File: config.mk
export PLATFORM = sky130hd
export DESIGN_NAME = red_spot_bbox_locator_top
export DESIGN_NICKNAME = d
export VERILOG_FILES = /design/src/hw/rtl/rsbl_pkg.sv /design/src/hw/rtl/rsbl_box.sv /design/src/hw/rtl/rsbl_scale.sv /design/src/hw/rtl/rsbl_clamp.sv /design/src/hw/rtl/red_spot_bbox_locator_top.sv
export SDC_FILE = /design/constraint.sdc
export NUM_CORES = 2
export LEC_CHECK = 0
export BUFFER_PORTS_ARGS = -buffer_cell sky130_fd_sc_hd__buf_4
export CAP_MARGIN = 20
export CELL_PAD_IN_SITES_DETAIL_PLACEMENT = 0
export CELL_PAD_IN_SITES_GLOBAL_PLACEMENT = 1
export CORE_MARGIN = 10
export CORE_UTILIZATION = 50
export DETAILED_ROUTE_END_ITERATION = 16
export PLACE_DENSITY_LB_ADDON = 0.05
export SLEW_MARGIN = 20
export SYNTH_ARGS = -nofsm -noshare
export SYNTH_HDL_FRONTEND = slang
export SYNTH_SLANG_ARGS = --single-unit
File: constraint.sdc
create_clock -name clock -period 10.3 [get_ports clock]
set_clock_uncertainty 0.15 [all_clocks]
set_input_delay 1.545 -clock clock [delete_from_list [all_inputs] [get_ports clock]]
set_output_delay 1.545 -clock clock [all_outputs]
set_load 0.02 [all_outputs]
File: src/hw/rtl/rsbl_pkg.sv
// Shared types and constants for the red spot bounding-box locator.
// Depends on nothing; every other file of the block uses it by scoped names.
`default_nettype none

package rsbl_pkg;

   // Largest frame dimension; coordinates saturate to MAX_DIM-1
   localparam int MAX_DIM = 4096;

   localparam int CHAN_W     = 8;
   localparam int COORD_W    = 12;
   localparam int DIM_W      = 13;
   localparam int SCALE_W    = 20;
   localparam int SCALE_FRAC = 16;
   localparam int EXTENT_W   = 12;
   localparam int MARGIN_W   = 11;
   localparam int PROD_W     = DIM_W + SCALE_W - SCALE_FRAC;
   localparam int CLAMP_W    = PROD_W + 1;

   localparam int CSR_INDEX_W = 3;
   localparam int CSR_DATA_W  = 20;

   localparam logic [COORD_W-1:0] COORD_MAX = COORD_W'(MAX_DIM - 1);

   // Reset values
   localparam logic [DIM_W-1:0]    FRAME_WIDTH_RST    = 13'd640;
   localparam logic [DIM_W-1:0]    FRAME_HEIGHT_RST   = 13'd480;
   localparam logic [SCALE_W-1:0]  SCALE_RST          = 20'd65536;
   localparam logic [EXTENT_W-1:0] PLATE_EXTENT_RST   = 12'd400;
   localparam logic [MARGIN_W-1:0] EDGE_MARGIN_RST    = 11'd20;
   localparam logic [CHAN_W-1:0]   DIFF_THRESHOLD_RST = 8'd80;
   localparam logic [CHAN_W-1:0]   CHANNEL_LIMIT_RST  = 8'd100;
   localparam logic [COORD_W-1:0]  HELD_RST           = 12'd200;

   // Register indexes of the configuration port
   typedef enum logic [CSR_INDEX_W-1:0] {
      REG_FRAME_WIDTH    = 3'd0,
      REG_FRAME_HEIGHT   = 3'd1,
      REG_SCALE_X        = 3'd2,
      REG_SCALE_Y        = 3'd3,
      REG_PLATE_EXTENT   = 3'd4,
      REG_EDGE_MARGIN    = 3'd5,
      REG_DIFF_THRESHOLD = 3'd6,
      REG_CHANNEL_LIMIT  = 3'd7
   } reg_index_type;

   // Input word: one pixel
   typedef struct packed {
      logic [CHAN_W-1:0]  pixel_blue;
      logic [CHAN_W-1:0]  pixel_green;
      logic [CHAN_W-1:0]  pixel_red;
      logic [COORD_W-1:0] column;
      logic [COORD_W-1:0] row;
      logic               frame_last;
   } pixel_type;

   // Result word: spot position
   typedef struct packed {
      logic [COORD_W-1:0] spot_x;
      logic [COORD_W-1:0] spot_y;
      logic               spot_found;
   } spot_type;

   typedef struct packed {
      logic [DIM_W-1:0]    frame_width;
      logic [DIM_W-1:0]    frame_height;
      logic [SCALE_W-1:0]  scale_x;
      logic [SCALE_W-1:0]  scale_y;
      logic [EXTENT_W-1:0] plate_extent;
      logic [MARGIN_W-1:0] edge_margin;
      logic [CHAN_W-1:0]   diff_threshold;
      logic [CHAN_W-1:0]   channel_limit;
   } cfg_type;

   // Box start reload on a frame size write
   typedef struct packed {
      logic             load_x;
      logic             load_y;
      logic [DIM_W-1:0] value;
   } box_load_type;

   // Box centre of a finished frame
   typedef struct packed {
      logic [DIM_W-1:0] centre_x;
      logic [DIM_W-1:0] centre_y;
      logic             found;
   } centre_type;

   // Scaled centre before the clamp
   typedef struct packed {
      logic [PROD_W-1:0] scaled_x;
      logic [PROD_W-1:0] scaled_y;
      logic              found;
   } scaled_type;

endpackage

`default_nettype wire

File: src/hw/rtl/rsbl_box.sv
// Pixel register, red test, bounding-box tracking and box centre register.
// Depends on rsbl_pkg.
`default_nettype none

module rsbl_box (
   input  wire logic                  clock,
   input  wire logic                  reset,
   input  wire rsbl_pkg::cfg_type      cfg,
   input  wire rsbl_pkg::box_load_type box_load,
   input  wire logic                  in_valid,
   output logic                       in_ready,
   input  wire rsbl_pkg::pixel_type    in_data,
   output logic                       out_valid,
   input  wire logic                  out_ready,
   output rsbl_pkg::centre_type        out_data
);

   logic                pix_valid_ff, pix_valid_in;
   rsbl_pkg::pixel_type pix_ff, pix_in;
   logic                 ctr_valid_ff, ctr_valid_in;
   rsbl_pkg::centre_type ctr_ff, ctr_in;

   logic [rsbl_pkg::DIM_W-1:0]   box_min_x_ff, box_min_x_in;
   logic [rsbl_pkg::DIM_W-1:0]   box_min_y_ff, box_min_y_in;
   logic [rsbl_pkg::COORD_W-1:0] box_max_x_ff, box_max_x_in;
   logic [rsbl_pkg::COORD_W-1:0] box_max_y_ff, box_max_y_in;

   logic [rsbl_pkg::COORD_W-1:0] col_c, row_c;
   logic [rsbl_pkg::CHAN_W:0]    blue_bar, green_bar, red_w;
   logic                         is_red;
   logic [rsbl_pkg::DIM_W-1:0]   min_x_nx, min_y_nx;
   logic [rsbl_pkg::COORD_W-1:0] max_x_nx, max_y_nx;
   logic [rsbl_pkg::DIM_W:0]     sum_x, sum_y;
   logic                         ctr_free, pix_leave;

   // Handshake: a non-final pixel always drains, a final one needs the centre stage
   assign ctr_free  = !ctr_valid_ff || out_ready;
   assign pix_leave = pix_valid_ff && (!pix_ff.frame_last || ctr_free);
   assign in_ready  = !pix_valid_ff || pix_leave;

   // Saturate coordinates and classify the pixel
   always_comb begin
      col_c = (pix_ff.column > rsbl_pkg::COORD_MAX) ? rsbl_pkg::COORD_MAX : pix_ff.column;
      row_c = (pix_ff.row > rsbl_pkg::COORD_MAX) ? rsbl_pkg::COORD_MAX : pix_ff.row;
      red_w     = {1'b0, pix_ff.pixel_red};
      blue_bar  = {1'b0, pix_ff.pixel_blue} + {1'b0, cfg.diff_threshold};
      green_bar = {1'b0, pix_ff.pixel_green} + {1'b0, cfg.diff_threshold};
      is_red = (red_w > blue_bar) && (red_w > green_bar) &&
               (pix_ff.pixel_green < cfg.channel_limit) &&
               (pix_ff.pixel_blue < cfg.channel_limit);
   end

   // Widen the box by a red pixel
   always_comb begin
      min_x_nx = box_min_x_ff;
      min_y_nx = box_min_y_ff;
      max_x_nx = box_max_x_ff;
      max_y_nx = box_max_y_ff;
      if (is_red) begin
         if (rsbl_pkg::DIM_W'(row_c) < box_min_y_ff) min_y_nx = rsbl_pkg::DIM_W'(row_c);
         if (rsbl_pkg::DIM_W'(col_c) < box_min_x_ff) min_x_nx = rsbl_pkg::DIM_W'(col_c);
         if (row_c > box_max_y_ff) max_y_nx = row_c;
         if (col_c > box_max_x_ff) max_x_nx = col_c;
      end
      sum_x = (rsbl_pkg::DIM_W + 1)'(min_x_nx) + (rsbl_pkg::DIM_W + 1)'(max_x_nx);
      sum_y = (rsbl_pkg::DIM_W + 1)'(min_y_nx) + (rsbl_pkg::DIM_W + 1)'(max_y_nx);
   end

   // Next state of pixel register, box and centre register
   always_comb begin
      pix_valid_in = pix_valid_ff;
      pix_in       = pix_ff;
      if (in_valid && in_ready) begin
         pix_valid_in = 1'b1;
         pix_in       = in_data;
      end else if (pix_leave) begin
         pix_valid_in = 1'b0;
      end

      box_min_x_in = box_min_x_ff;
      box_min_y_in = box_min_y_ff;
      box_max_x_in = box_max_x_ff;
      box_max_y_in = box_max_y_ff;
      if (pix_leave) begin
         if (pix_ff.frame_last) begin
            box_min_x_in = cfg.frame_width;
            box_min_y_in = cfg.frame_height;
            box_max_x_in = '0;
            box_max_y_in = '0;
         end else begin
            box_min_x_in = min_x_nx;
            box_min_y_in = min_y_nx;
            box_max_x_in = max_x_nx;
            box_max_y_in = max_y_nx;
         end
      end
      if (box_load.load_x) box_min_x_in = box_load.value;
      if (box_load.load_y) box_min_y_in = box_load.value;

      ctr_valid_in = ctr_valid_ff;
      ctr_in       = ctr_ff;
      if (ctr_free) begin
         ctr_valid_in    = pix_leave && pix_ff.frame_last;
         ctr_in.centre_x = sum_x[rsbl_pkg::DIM_W:1];
         ctr_in.centre_y = sum_y[rsbl_pkg::DIM_W:1];
         ctr_in.found    = (min_x_nx != cfg.frame_width || min_y_nx != cfg.frame_height) &&
                           (max_x_nx != '0 || max_y_nx != '0);
      end
   end

   always_ff @(posedge clock) begin
      if (reset) begin
         pix_valid_ff <= 1'b0;
         ctr_valid_ff <= 1'b0;
         box_min_x_ff <= rsbl_pkg::FRAME_WIDTH_RST;
         box_min_y_ff <= rsbl_pkg::FRAME_HEIGHT_RST;
         box_max_x_ff <= '0;
         box_max_y_ff <= '0;
      end else begin
         pix_valid_ff <= pix_valid_in;
         ctr_valid_ff <= ctr_valid_in;
         box_min_x_ff <= box_min_x_in;
         box_min_y_ff <= box_min_y_in;
         box_max_x_ff <= box_max_x_in;
         box_max_y_ff <= box_max_y_in;
      end
   end

   // Payload registers
   always_ff @(posedge clock) begin
      pix_ff <= pix_in;
      ctr_ff <= ctr_in;
   end

   assign out_valid = ctr_valid_ff;
   assign out_data  = ctr_ff;

endmodule

`default_nettype wire

File: src/hw/rtl/rsbl_scale.sv
// Product stage: box centre times the per-axis Q4.16 scale, truncated.
// Depends on rsbl_pkg.
`default_nettype none

module rsbl_scale (
   input  wire logic                 clock,
   input  wire logic                 reset,
   input  wire rsbl_pkg::cfg_type     cfg,
   input  wire logic                 in_valid,
   output logic                      in_ready,
   input  wire rsbl_pkg::centre_type  in_data,
   output logic                      out_valid,
   input  wire logic                 out_ready,
   output rsbl_pkg::scaled_type       out_data
);

   localparam int FULL_W = rsbl_pkg::DIM_W + rsbl_pkg::SCALE_W;

   logic                 prod_valid_ff, prod_valid_in;
   rsbl_pkg::scaled_type prod_ff, prod_in;
   logic [FULL_W-1:0]    full_x, full_y;

   assign in_ready = !prod_valid_ff || out_ready;

   // Multiply and drop the fraction bits
   always_comb begin
      full_x = FULL_W'(in_data.centre_x) * FULL_W'(cfg.scale_x);
      full_y = FULL_W'(in_data.centre_y) * FULL_W'(cfg.scale_y);
      prod_valid_in = prod_valid_ff;
      prod_in       = prod_ff;
      if (in_ready) begin
         prod_valid_in    = in_valid;
         prod_in.scaled_x = full_x[FULL_W-1:rsbl_pkg::SCALE_FRAC];
         prod_in.scaled_y = full_y[FULL_W-1:rsbl_pkg::SCALE_FRAC];
         prod_in.found    = in_data.found;
      end
   end

   always_ff @(posedge clock) begin
      if (reset) begin
         prod_valid_ff <= 1'b0;
      end else begin
         prod_valid_ff <= prod_valid_in;
      end
   end

   always_ff @(posedge clock) begin
      prod_ff <= prod_in;
   end

   assign out_valid = prod_valid_ff;
   assign out_data  = prod_ff;

endmodule

`default_nettype wire

File: src/hw/rtl/rsbl_clamp.sv
// Output stage: clamp to the plate, hold the last position, result register.
// Depends on rsbl_pkg.
`default_nettype none

module rsbl_clamp (
   input  wire logic                 clock,
   input  wire logic                 reset,
   input  wire rsbl_pkg::cfg_type     cfg,
   input  wire logic                 in_valid,
   output logic                      in_ready,
   input  wire rsbl_pkg::scaled_type  in_data,
   output logic                      out_valid,
   input  wire logic                 out_ready,
   output rsbl_pkg::spot_type         out_data
);

   logic                         rsp_valid_ff, rsp_valid_in;
   rsbl_pkg::spot_type           rsp_ff, rsp_in;
   logic [rsbl_pkg::COORD_W-1:0] held_x_ff, held_x_in;
   logic [rsbl_pkg::COORD_W-1:0] held_y_ff, held_y_in;
   logic [rsbl_pkg::PROD_W-1:0]  pick_x, pick_y;
   logic [rsbl_pkg::COORD_W-1:0] pos_x, pos_y;

   // Upper bound first, then the lower bound, which wins on conflict
   function automatic logic [rsbl_pkg::COORD_W-1:0] clamp_axis(
      input logic [rsbl_pkg::PROD_W-1:0]   v,
      input logic [rsbl_pkg::EXTENT_W-1:0] extent,
      input logic [rsbl_pkg::MARGIN_W-1:0] margin
   );
      logic signed [rsbl_pkg::CLAMP_W-1:0] v_s, upper_s, lower_s, t_s;
      v_s     = signed'((rsbl_pkg::CLAMP_W)'(v));
      lower_s = signed'((rsbl_pkg::CLAMP_W)'(margin));
      upper_s = signed'((rsbl_pkg::CLAMP_W)'(extent)) - lower_s;
      t_s = (v_s >= upper_s) ? upper_s : v_s;
      if (t_s <= lower_s) t_s = lower_s;
      return t_s[rsbl_pkg::COORD_W-1:0];
   endfunction

   assign in_ready = !rsp_valid_ff || out_ready;

   always_comb begin
      pick_x = in_data.found ? in_data.scaled_x : rsbl_pkg::PROD_W'(held_x_ff);
      pick_y = in_data.found ? in_data.scaled_y : rsbl_pkg::PROD_W'(held_y_ff);
      pos_x  = clamp_axis(pick_x, cfg.plate_extent, cfg.edge_margin);
      pos_y  = clamp_axis(pick_y, cfg.plate_extent, cfg.edge_margin);

      rsp_valid_in = rsp_valid_ff;
      rsp_in       = rsp_ff;
      held_x_in    = held_x_ff;
      held_y_in    = held_y_ff;
      if (in_valid && in_ready) begin
         rsp_valid_in      = 1'b1;
         rsp_in.spot_x     = pos_x;
         rsp_in.spot_y     = pos_y;
         rsp_in.spot_found = in_data.found;
         held_x_in         = pos_x;
         held_y_in         = pos_y;
      end else if (out_ready) begin
         rsp_valid_in = 1'b0;
      end
   end

   always_ff @(posedge clock) begin
      if (reset) begin
         rsp_valid_ff <= 1'b0;
         held_x_ff    <= rsbl_pkg::HELD_RST;
         held_y_ff    <= rsbl_pkg::HELD_RST;
      end else begin
         rsp_valid_ff <= rsp_valid_in;
         held_x_ff    <= held_x_in;
         held_y_ff    <= held_y_in;
      end
   end

   always_ff @(posedge clock) begin
      rsp_ff <= rsp_in;
   end

   assign out_valid = rsp_valid_ff;
   assign out_data  = rsp_ff;

endmodule

`default_nettype wire

File: src/hw/rtl/red_spot_bbox_locator_top.sv
// Red spot bounding-box locator: one pixel word per cycle in, one spot word per frame out.
// A frame's last pixel reaches the spot word through the pixel register, centre
// register, product register and result register.
// Throughput: one pixel per cycle; the pipeline stalls only while a spot word waits.
// Reset (synchronous, active high) loads register defaults, clears the box, sets the
// held position to 200,200 and empties every stage. Depends on rsbl_pkg and submodules.
`default_nettype none

module red_spot_bbox_locator_top (
   input  wire logic                                clock,
   input  wire logic                                reset,
   input  wire logic                                req_valid,
   output logic                                     req_ready,
   input  wire rsbl_pkg::pixel_type                  req_data,
   output logic                                     rsp_valid,
   input  wire logic                                rsp_ready,
   output rsbl_pkg::spot_type                        rsp_data,
   input  wire logic                                csr_wr_en,
   input  wire logic [rsbl_pkg::CSR_INDEX_W-1:0]    csr_index,
   input  wire logic [rsbl_pkg::CSR_DATA_W-1:0]     csr_wdata
);

   rsbl_pkg::cfg_type      cfg_ff, cfg_in;
   rsbl_pkg::box_load_type box_load;
   logic                   ctr_valid, ctr_ready;
   rsbl_pkg::centre_type   ctr_data;
   logic                   prod_valid, prod_ready;
   rsbl_pkg::scaled_type   prod_data;

   // Decode register writes
   always_comb begin
      cfg_in         = cfg_ff;
      box_load       = '0;
      box_load.value = csr_wdata[rsbl_pkg::DIM_W-1:0];
      if (csr_wr_en) begin
         unique case (rsbl_pkg::reg_index_type'(csr_index))
            rsbl_pkg::REG_FRAME_WIDTH: begin
               cfg_in.frame_width = csr_wdata[rsbl_pkg::DIM_W-1:0];
               box_load.load_x    = 1'b1;
            end
            rsbl_pkg::REG_FRAME_HEIGHT: begin
               cfg_in.frame_height = csr_wdata[rsbl_pkg::DIM_W-1:0];
               box_load.load_y     = 1'b1;
            end
            rsbl_pkg::REG_SCALE_X: begin
               cfg_in.scale_x = csr_wdata[rsbl_pkg::SCALE_W-1:0];
            end
            rsbl_pkg::REG_SCALE_Y: begin
               cfg_in.scale_y = csr_wdata[rsbl_pkg::SCALE_W-1:0];
            end
            rsbl_pkg::REG_PLATE_EXTENT: begin
               cfg_in.plate_extent = csr_wdata[rsbl_pkg::EXTENT_W-1:0];
            end
            rsbl_pkg::REG_EDGE_MARGIN: begin
               cfg_in.edge_margin = csr_wdata[rsbl_pkg::MARGIN_W-1:0];
            end
            rsbl_pkg::REG_DIFF_THRESHOLD: begin
               cfg_in.diff_threshold = csr_wdata[rsbl_pkg::CHAN_W-1:0];
            end
            rsbl_pkg::REG_CHANNEL_LIMIT: begin
               cfg_in.channel_limit = csr_wdata[rsbl_pkg::CHAN_W-1:0];
            end
            default: begin
               cfg_in = cfg_ff;
            end
         endcase
      end
   end

   always_ff @(posedge clock) begin
      if (reset) begin
         cfg_ff.frame_width    <= rsbl_pkg::FRAME_WIDTH_RST;
         cfg_ff.frame_height   <= rsbl_pkg::FRAME_HEIGHT_RST;
         cfg_ff.scale_x        <= rsbl_pkg::SCALE_RST;
         cfg_ff.scale_y        <= rsbl_pkg::SCALE_RST;
         cfg_ff.plate_extent   <= rsbl_pkg::PLATE_EXTENT_RST;
         cfg_ff.edge_margin    <= rsbl_pkg::EDGE_MARGIN_RST;
         cfg_ff.diff_threshold <= rsbl_pkg::DIFF_THRESHOLD_RST;
         cfg_ff.channel_limit  <= rsbl_pkg::CHANNEL_LIMIT_RST;
      end else begin
         cfg_ff <= cfg_in;
      end
   end

   // Pixel classification and box tracking
   rsbl_box u_box (
      .clock     (clock),
      .reset     (reset),
      .cfg       (cfg_ff),
      .box_load  (box_load),
      .in_valid  (req_valid),
      .in_ready  (req_ready),
      .in_data   (req_data),
      .out_valid (ctr_valid),
      .out_ready (ctr_ready),
      .out_data  (ctr_data)
   );

   // Centre scaling
   rsbl_scale u_scale (
      .clock     (clock),
      .reset     (reset),
      .cfg       (cfg_ff),
      .in_valid  (ctr_valid),
      .in_ready  (ctr_ready),
      .in_data   (ctr_data),
      .out_valid (prod_valid),
      .out_ready (prod_ready),
      .out_data  (prod_data)
   );

   // Clamp, hold and result register
   rsbl_clamp u_clamp (
      .clock     (clock),
      .reset     (reset),
      .cfg       (cfg_ff),
      .in_valid  (prod_valid),
      .in_ready  (prod_ready),
      .in_data   (prod_data),
      .out_valid (rsp_valid),
      .out_ready (rsp_ready),
      .out_data  (rsp_data)
   );

endmodule

`default_nettype wire

==> metrics <==
status=finished, final reports clean; Layout fillers=6,047; worst slack at placement=995 ps; die height=279 um; CP arrival=9590 ps; CORE AREA=66,000 sq um; post-CTS setup buffer count=0; area grow syn2layout=8.32%; Final Hold Viols=0; clk_lat worst skew=600 ps; initial DRC count=1,705; per-cell routed wire length=20.8 um; post-detail-place hpwl=73.0 mm; synthesized area=33,400 sq um; cell count after synthesis=3,669; Crit Path Class=reg -> reg; Max Fanout on Critical Path=12; VDD IR max=between 100 and 150 uV; Netlist cell types=slightly below 90; share of layout cells above drive strength 1=under 10%; Achievable Freq=0.106 GHz; vias per cell=5.58; post-synthesis async set-or-reset flop share=0%; initial antenna violation count=5; count of final setup violators=0; CP bufs+invs=2; Final WS setup=about 890 ps; CTS Buffer Depth=3; total track usage=24.6%; router iterations before antenna repair=6; CP delay by family, top=compound AO/OA/AOI/OAI gates; clk root buf=clkbuf_16; crit end category=flop; # port buffers=103; worst slew pin tran=1070 ps; gp weighted congestion=0.889; minimum clock period=9410 ps; CTS tree=done; site row count=94; Hold-fix buffers, CTS=0; post-synthesis sequential area ratio=23.2%; die area=77,600 sq um; htree depth=2; CTS Buf Count=41; RSZ-0062 raised after global routing=false; largest net degree at the start of global routing=85; IO Pins=104; Rel. slew slack=around 28%; Max Cap Viol=0; clock sinks=319; number of flops mapped to enable cells by yosys=136; vias in the first global route=26,855; first-pass GRT wire length=151 mm; Cell Pwr Density=111 nW/um^2; Hold WC Path Type=reg -> reg; drt total wl=94.7 mm; net count after synthesis=roughly 4,500; drt drc=0; Worst-path clk slew=60 ps; fin crit share=91.4%; setup total negative slack=0 ps; Ys Warns=0; highest cell delay on the worst timing path=650 ps; via count=25,461; max-slew violations=0; GRT overflow=0; Critical Path Start Type=flop; LEAKAGE=about 17 nW; Initial Util=about 50%; Synth Area per Inst=slightly above 9 sq um; Nets=4,462; Overall Power=4.00 mW; CP required=10,480 ps; die width=approximately 280 um; post-CTS sizing=0; Critical Path Slowest Stage Cell=o311a_1; Synth Flop Type=dfxtp_1; Most Frequent Cell on Critical Path=a21oi_1; #FFs+latches synth=319; Final ANT Viol Nets=0; Final Util=54.9%
## synthesized netlist by cell type, drive strengths merged (49+ instances only)
cell    instances  area (sq um)
clkbuf        162           611
edfxtp        136          4080
a21oi         181           910
ha            324          4050
mux2           49           559
inv           520          1950
nor2          159           599
dfxtp         183          3660
nand2         622          2350
fa            399          7990
nor3           53           280
mux2i          57           571
and2          194          1210
o21ai          92           468
## cell usage in the layout, fill, tap and decap left out, types with 7 or more instances in the layout
cell type / synthesis / final
a2111oi_0: 7 / 7
a211o_1: 12 / 12
a211oi_1: 38 / 38
a21boi_0: 8 / 8
a21o_1: 46 / 46
a21oi_1: 180 / 180
a22oi_1: 24 / 24
a31oi_1: 23 / 22
and2_1: 194 / 194
buf_4: 1 / 129
clkbuf_1: 160 / 10
clkbuf_16: 0 / 42
clkinv_2: 0 / 10
dfxtp_1: 183 / 183
edfxtp_1: 136 / 136
fa_1: 399 / 399
ha_1: 324 / 324
inv_1: 520 / 519
mux2_2: 46 / 46
mux2i_1: 57 / 57
nand2_1: 619 / 619
nand2b_1: 22 / 22
nand3_1: 28 / 28
nand4_1: 35 / 35
nor2_1: 158 / 158
nor2b_1: 27 / 27
nor3_1: 50 / 48
nor4_1: 10 / 10
o211ai_1: 17 / 17
o21a_1: 20 / 20
o21ai_0: 87 / 87
o21bai_1: 7 / 7
or2_2: 9 / 9
xnor2_1: 46 / 46
xor2_1: 41 / 41
## flip-flops by register name (all words and copies together), names as in the netlist
signal	flops
u_box.pix_ff	49
cfg_ff	105
u_clamp.held_y_ff	12
u_box.out_valid	1
u_scale.out_valid	1
u_box.box_min_y_ff	13
u_box.box_max_x_ff	12
u_box.out_data	27
u_box.pix_valid_ff	1
u_clamp.out_valid	1
u_box.box_max_y_ff	12
u_box.box_min_x_ff	13
u_clamp.held_x_ff	12
u_clamp.out_data	25
u_scale.out_data	35
## cell type report
cell class / instances / area (sq um) / area share (%)
Multi-Input combinational cell: 2651 / 23100 / 63.7
Timing Repair Buffer: 129 / 968 / 2.68
Antenna cell: 3 / 7.51 / 0.0207
Inverter: 520 / 1950 / 5.39
Tap cell: 864 / 1080 / 2.99
Clock buffer: 58 / 1170 / 3.24
Sequential cell: 319 / 7750 / 21.4
Clock inverter: 18 / 206 / 0.570
## worst register-to-register path, delay by kind of cell, from the launching register on
| kind | cells | cell delay [ps] |
|---|---|---|
| compound gates | 18 | 5190 |
| fa+ha+maj | 4 | 1280 |
| simple gates | 7 | 1210 |
| flops | 1 | 500 |
| buf+inv | 2 | 440 |
| mux | 1 | 410 |
## cells by family (layout without fill, tap and decap cells)
logic type | Yosys count | after routing | share of synthesized area (%)
AO/OA/AOI/OAI | 539 | 539 | 10.6
XOR/XNOR | 87 | 87 | 2.28
adder cells (fa/ha/maj) | 724 | 724 | 36.1
buffers and inverters | 699 | 725 | 7.93
flip-flops | 319 | 319 | 23.2
multiplexers | 106 | 106 | 3.38
other | 0 | 3 | 0
AND/OR/NAND/NOR | 1195 | 1195 | 16.6
## layer usage
metal / global-route usage [%] / vias up / wire [um]
met4: 8.01 / 4 / 2790
met1: 32.8 / 12610 / 42000
li1: - / 11978 / -
met3: 4.45 / 163 / 6280
met2: 39.9 / 706 / 43700
met5: 0 / - / 21
## power by group
| part | total [mW] | switching, mW | internal (mW) | leakage [nW] |
|---|---|---|---|---|
| Sequential | 1.54 | 0.128 | 1.41 | 2.91 |
| Clock | 1.46 | 0.600 | 0.855 | 0.680 |
| Combinational | 1.01 | 0.597 | 0.411 | 13.0 |
| Total | 4.00 | 1.33 | 2.68 | 16.6 |
## final timing paths
path,from,endpoint,slack (ps),cells after the start
worst max-delay path,cfg_ff[16],u_clamp.out_data[11],890,32
worst min-delay path,cfg_ff[79],cfg_ff[79],310,2
worst max register to register,cfg_ff[16],u_clamp.out_data[11],890,32
worst min register to register,cfg_ff[79],cfg_ff[79],310,2
## metrics by stage
stage,hold WS (ps),cell area (sq um),std cells
2_1_floorplan,250,33400,3669
3_3_place_gp,293,34800,4482
3_5_place_dp,301,34800,4483
4_1_cts,309,36200,4559
5_1_grt,324,36200,4559
6_report,309,36200,4562
(Power assumes the default switching activity.)
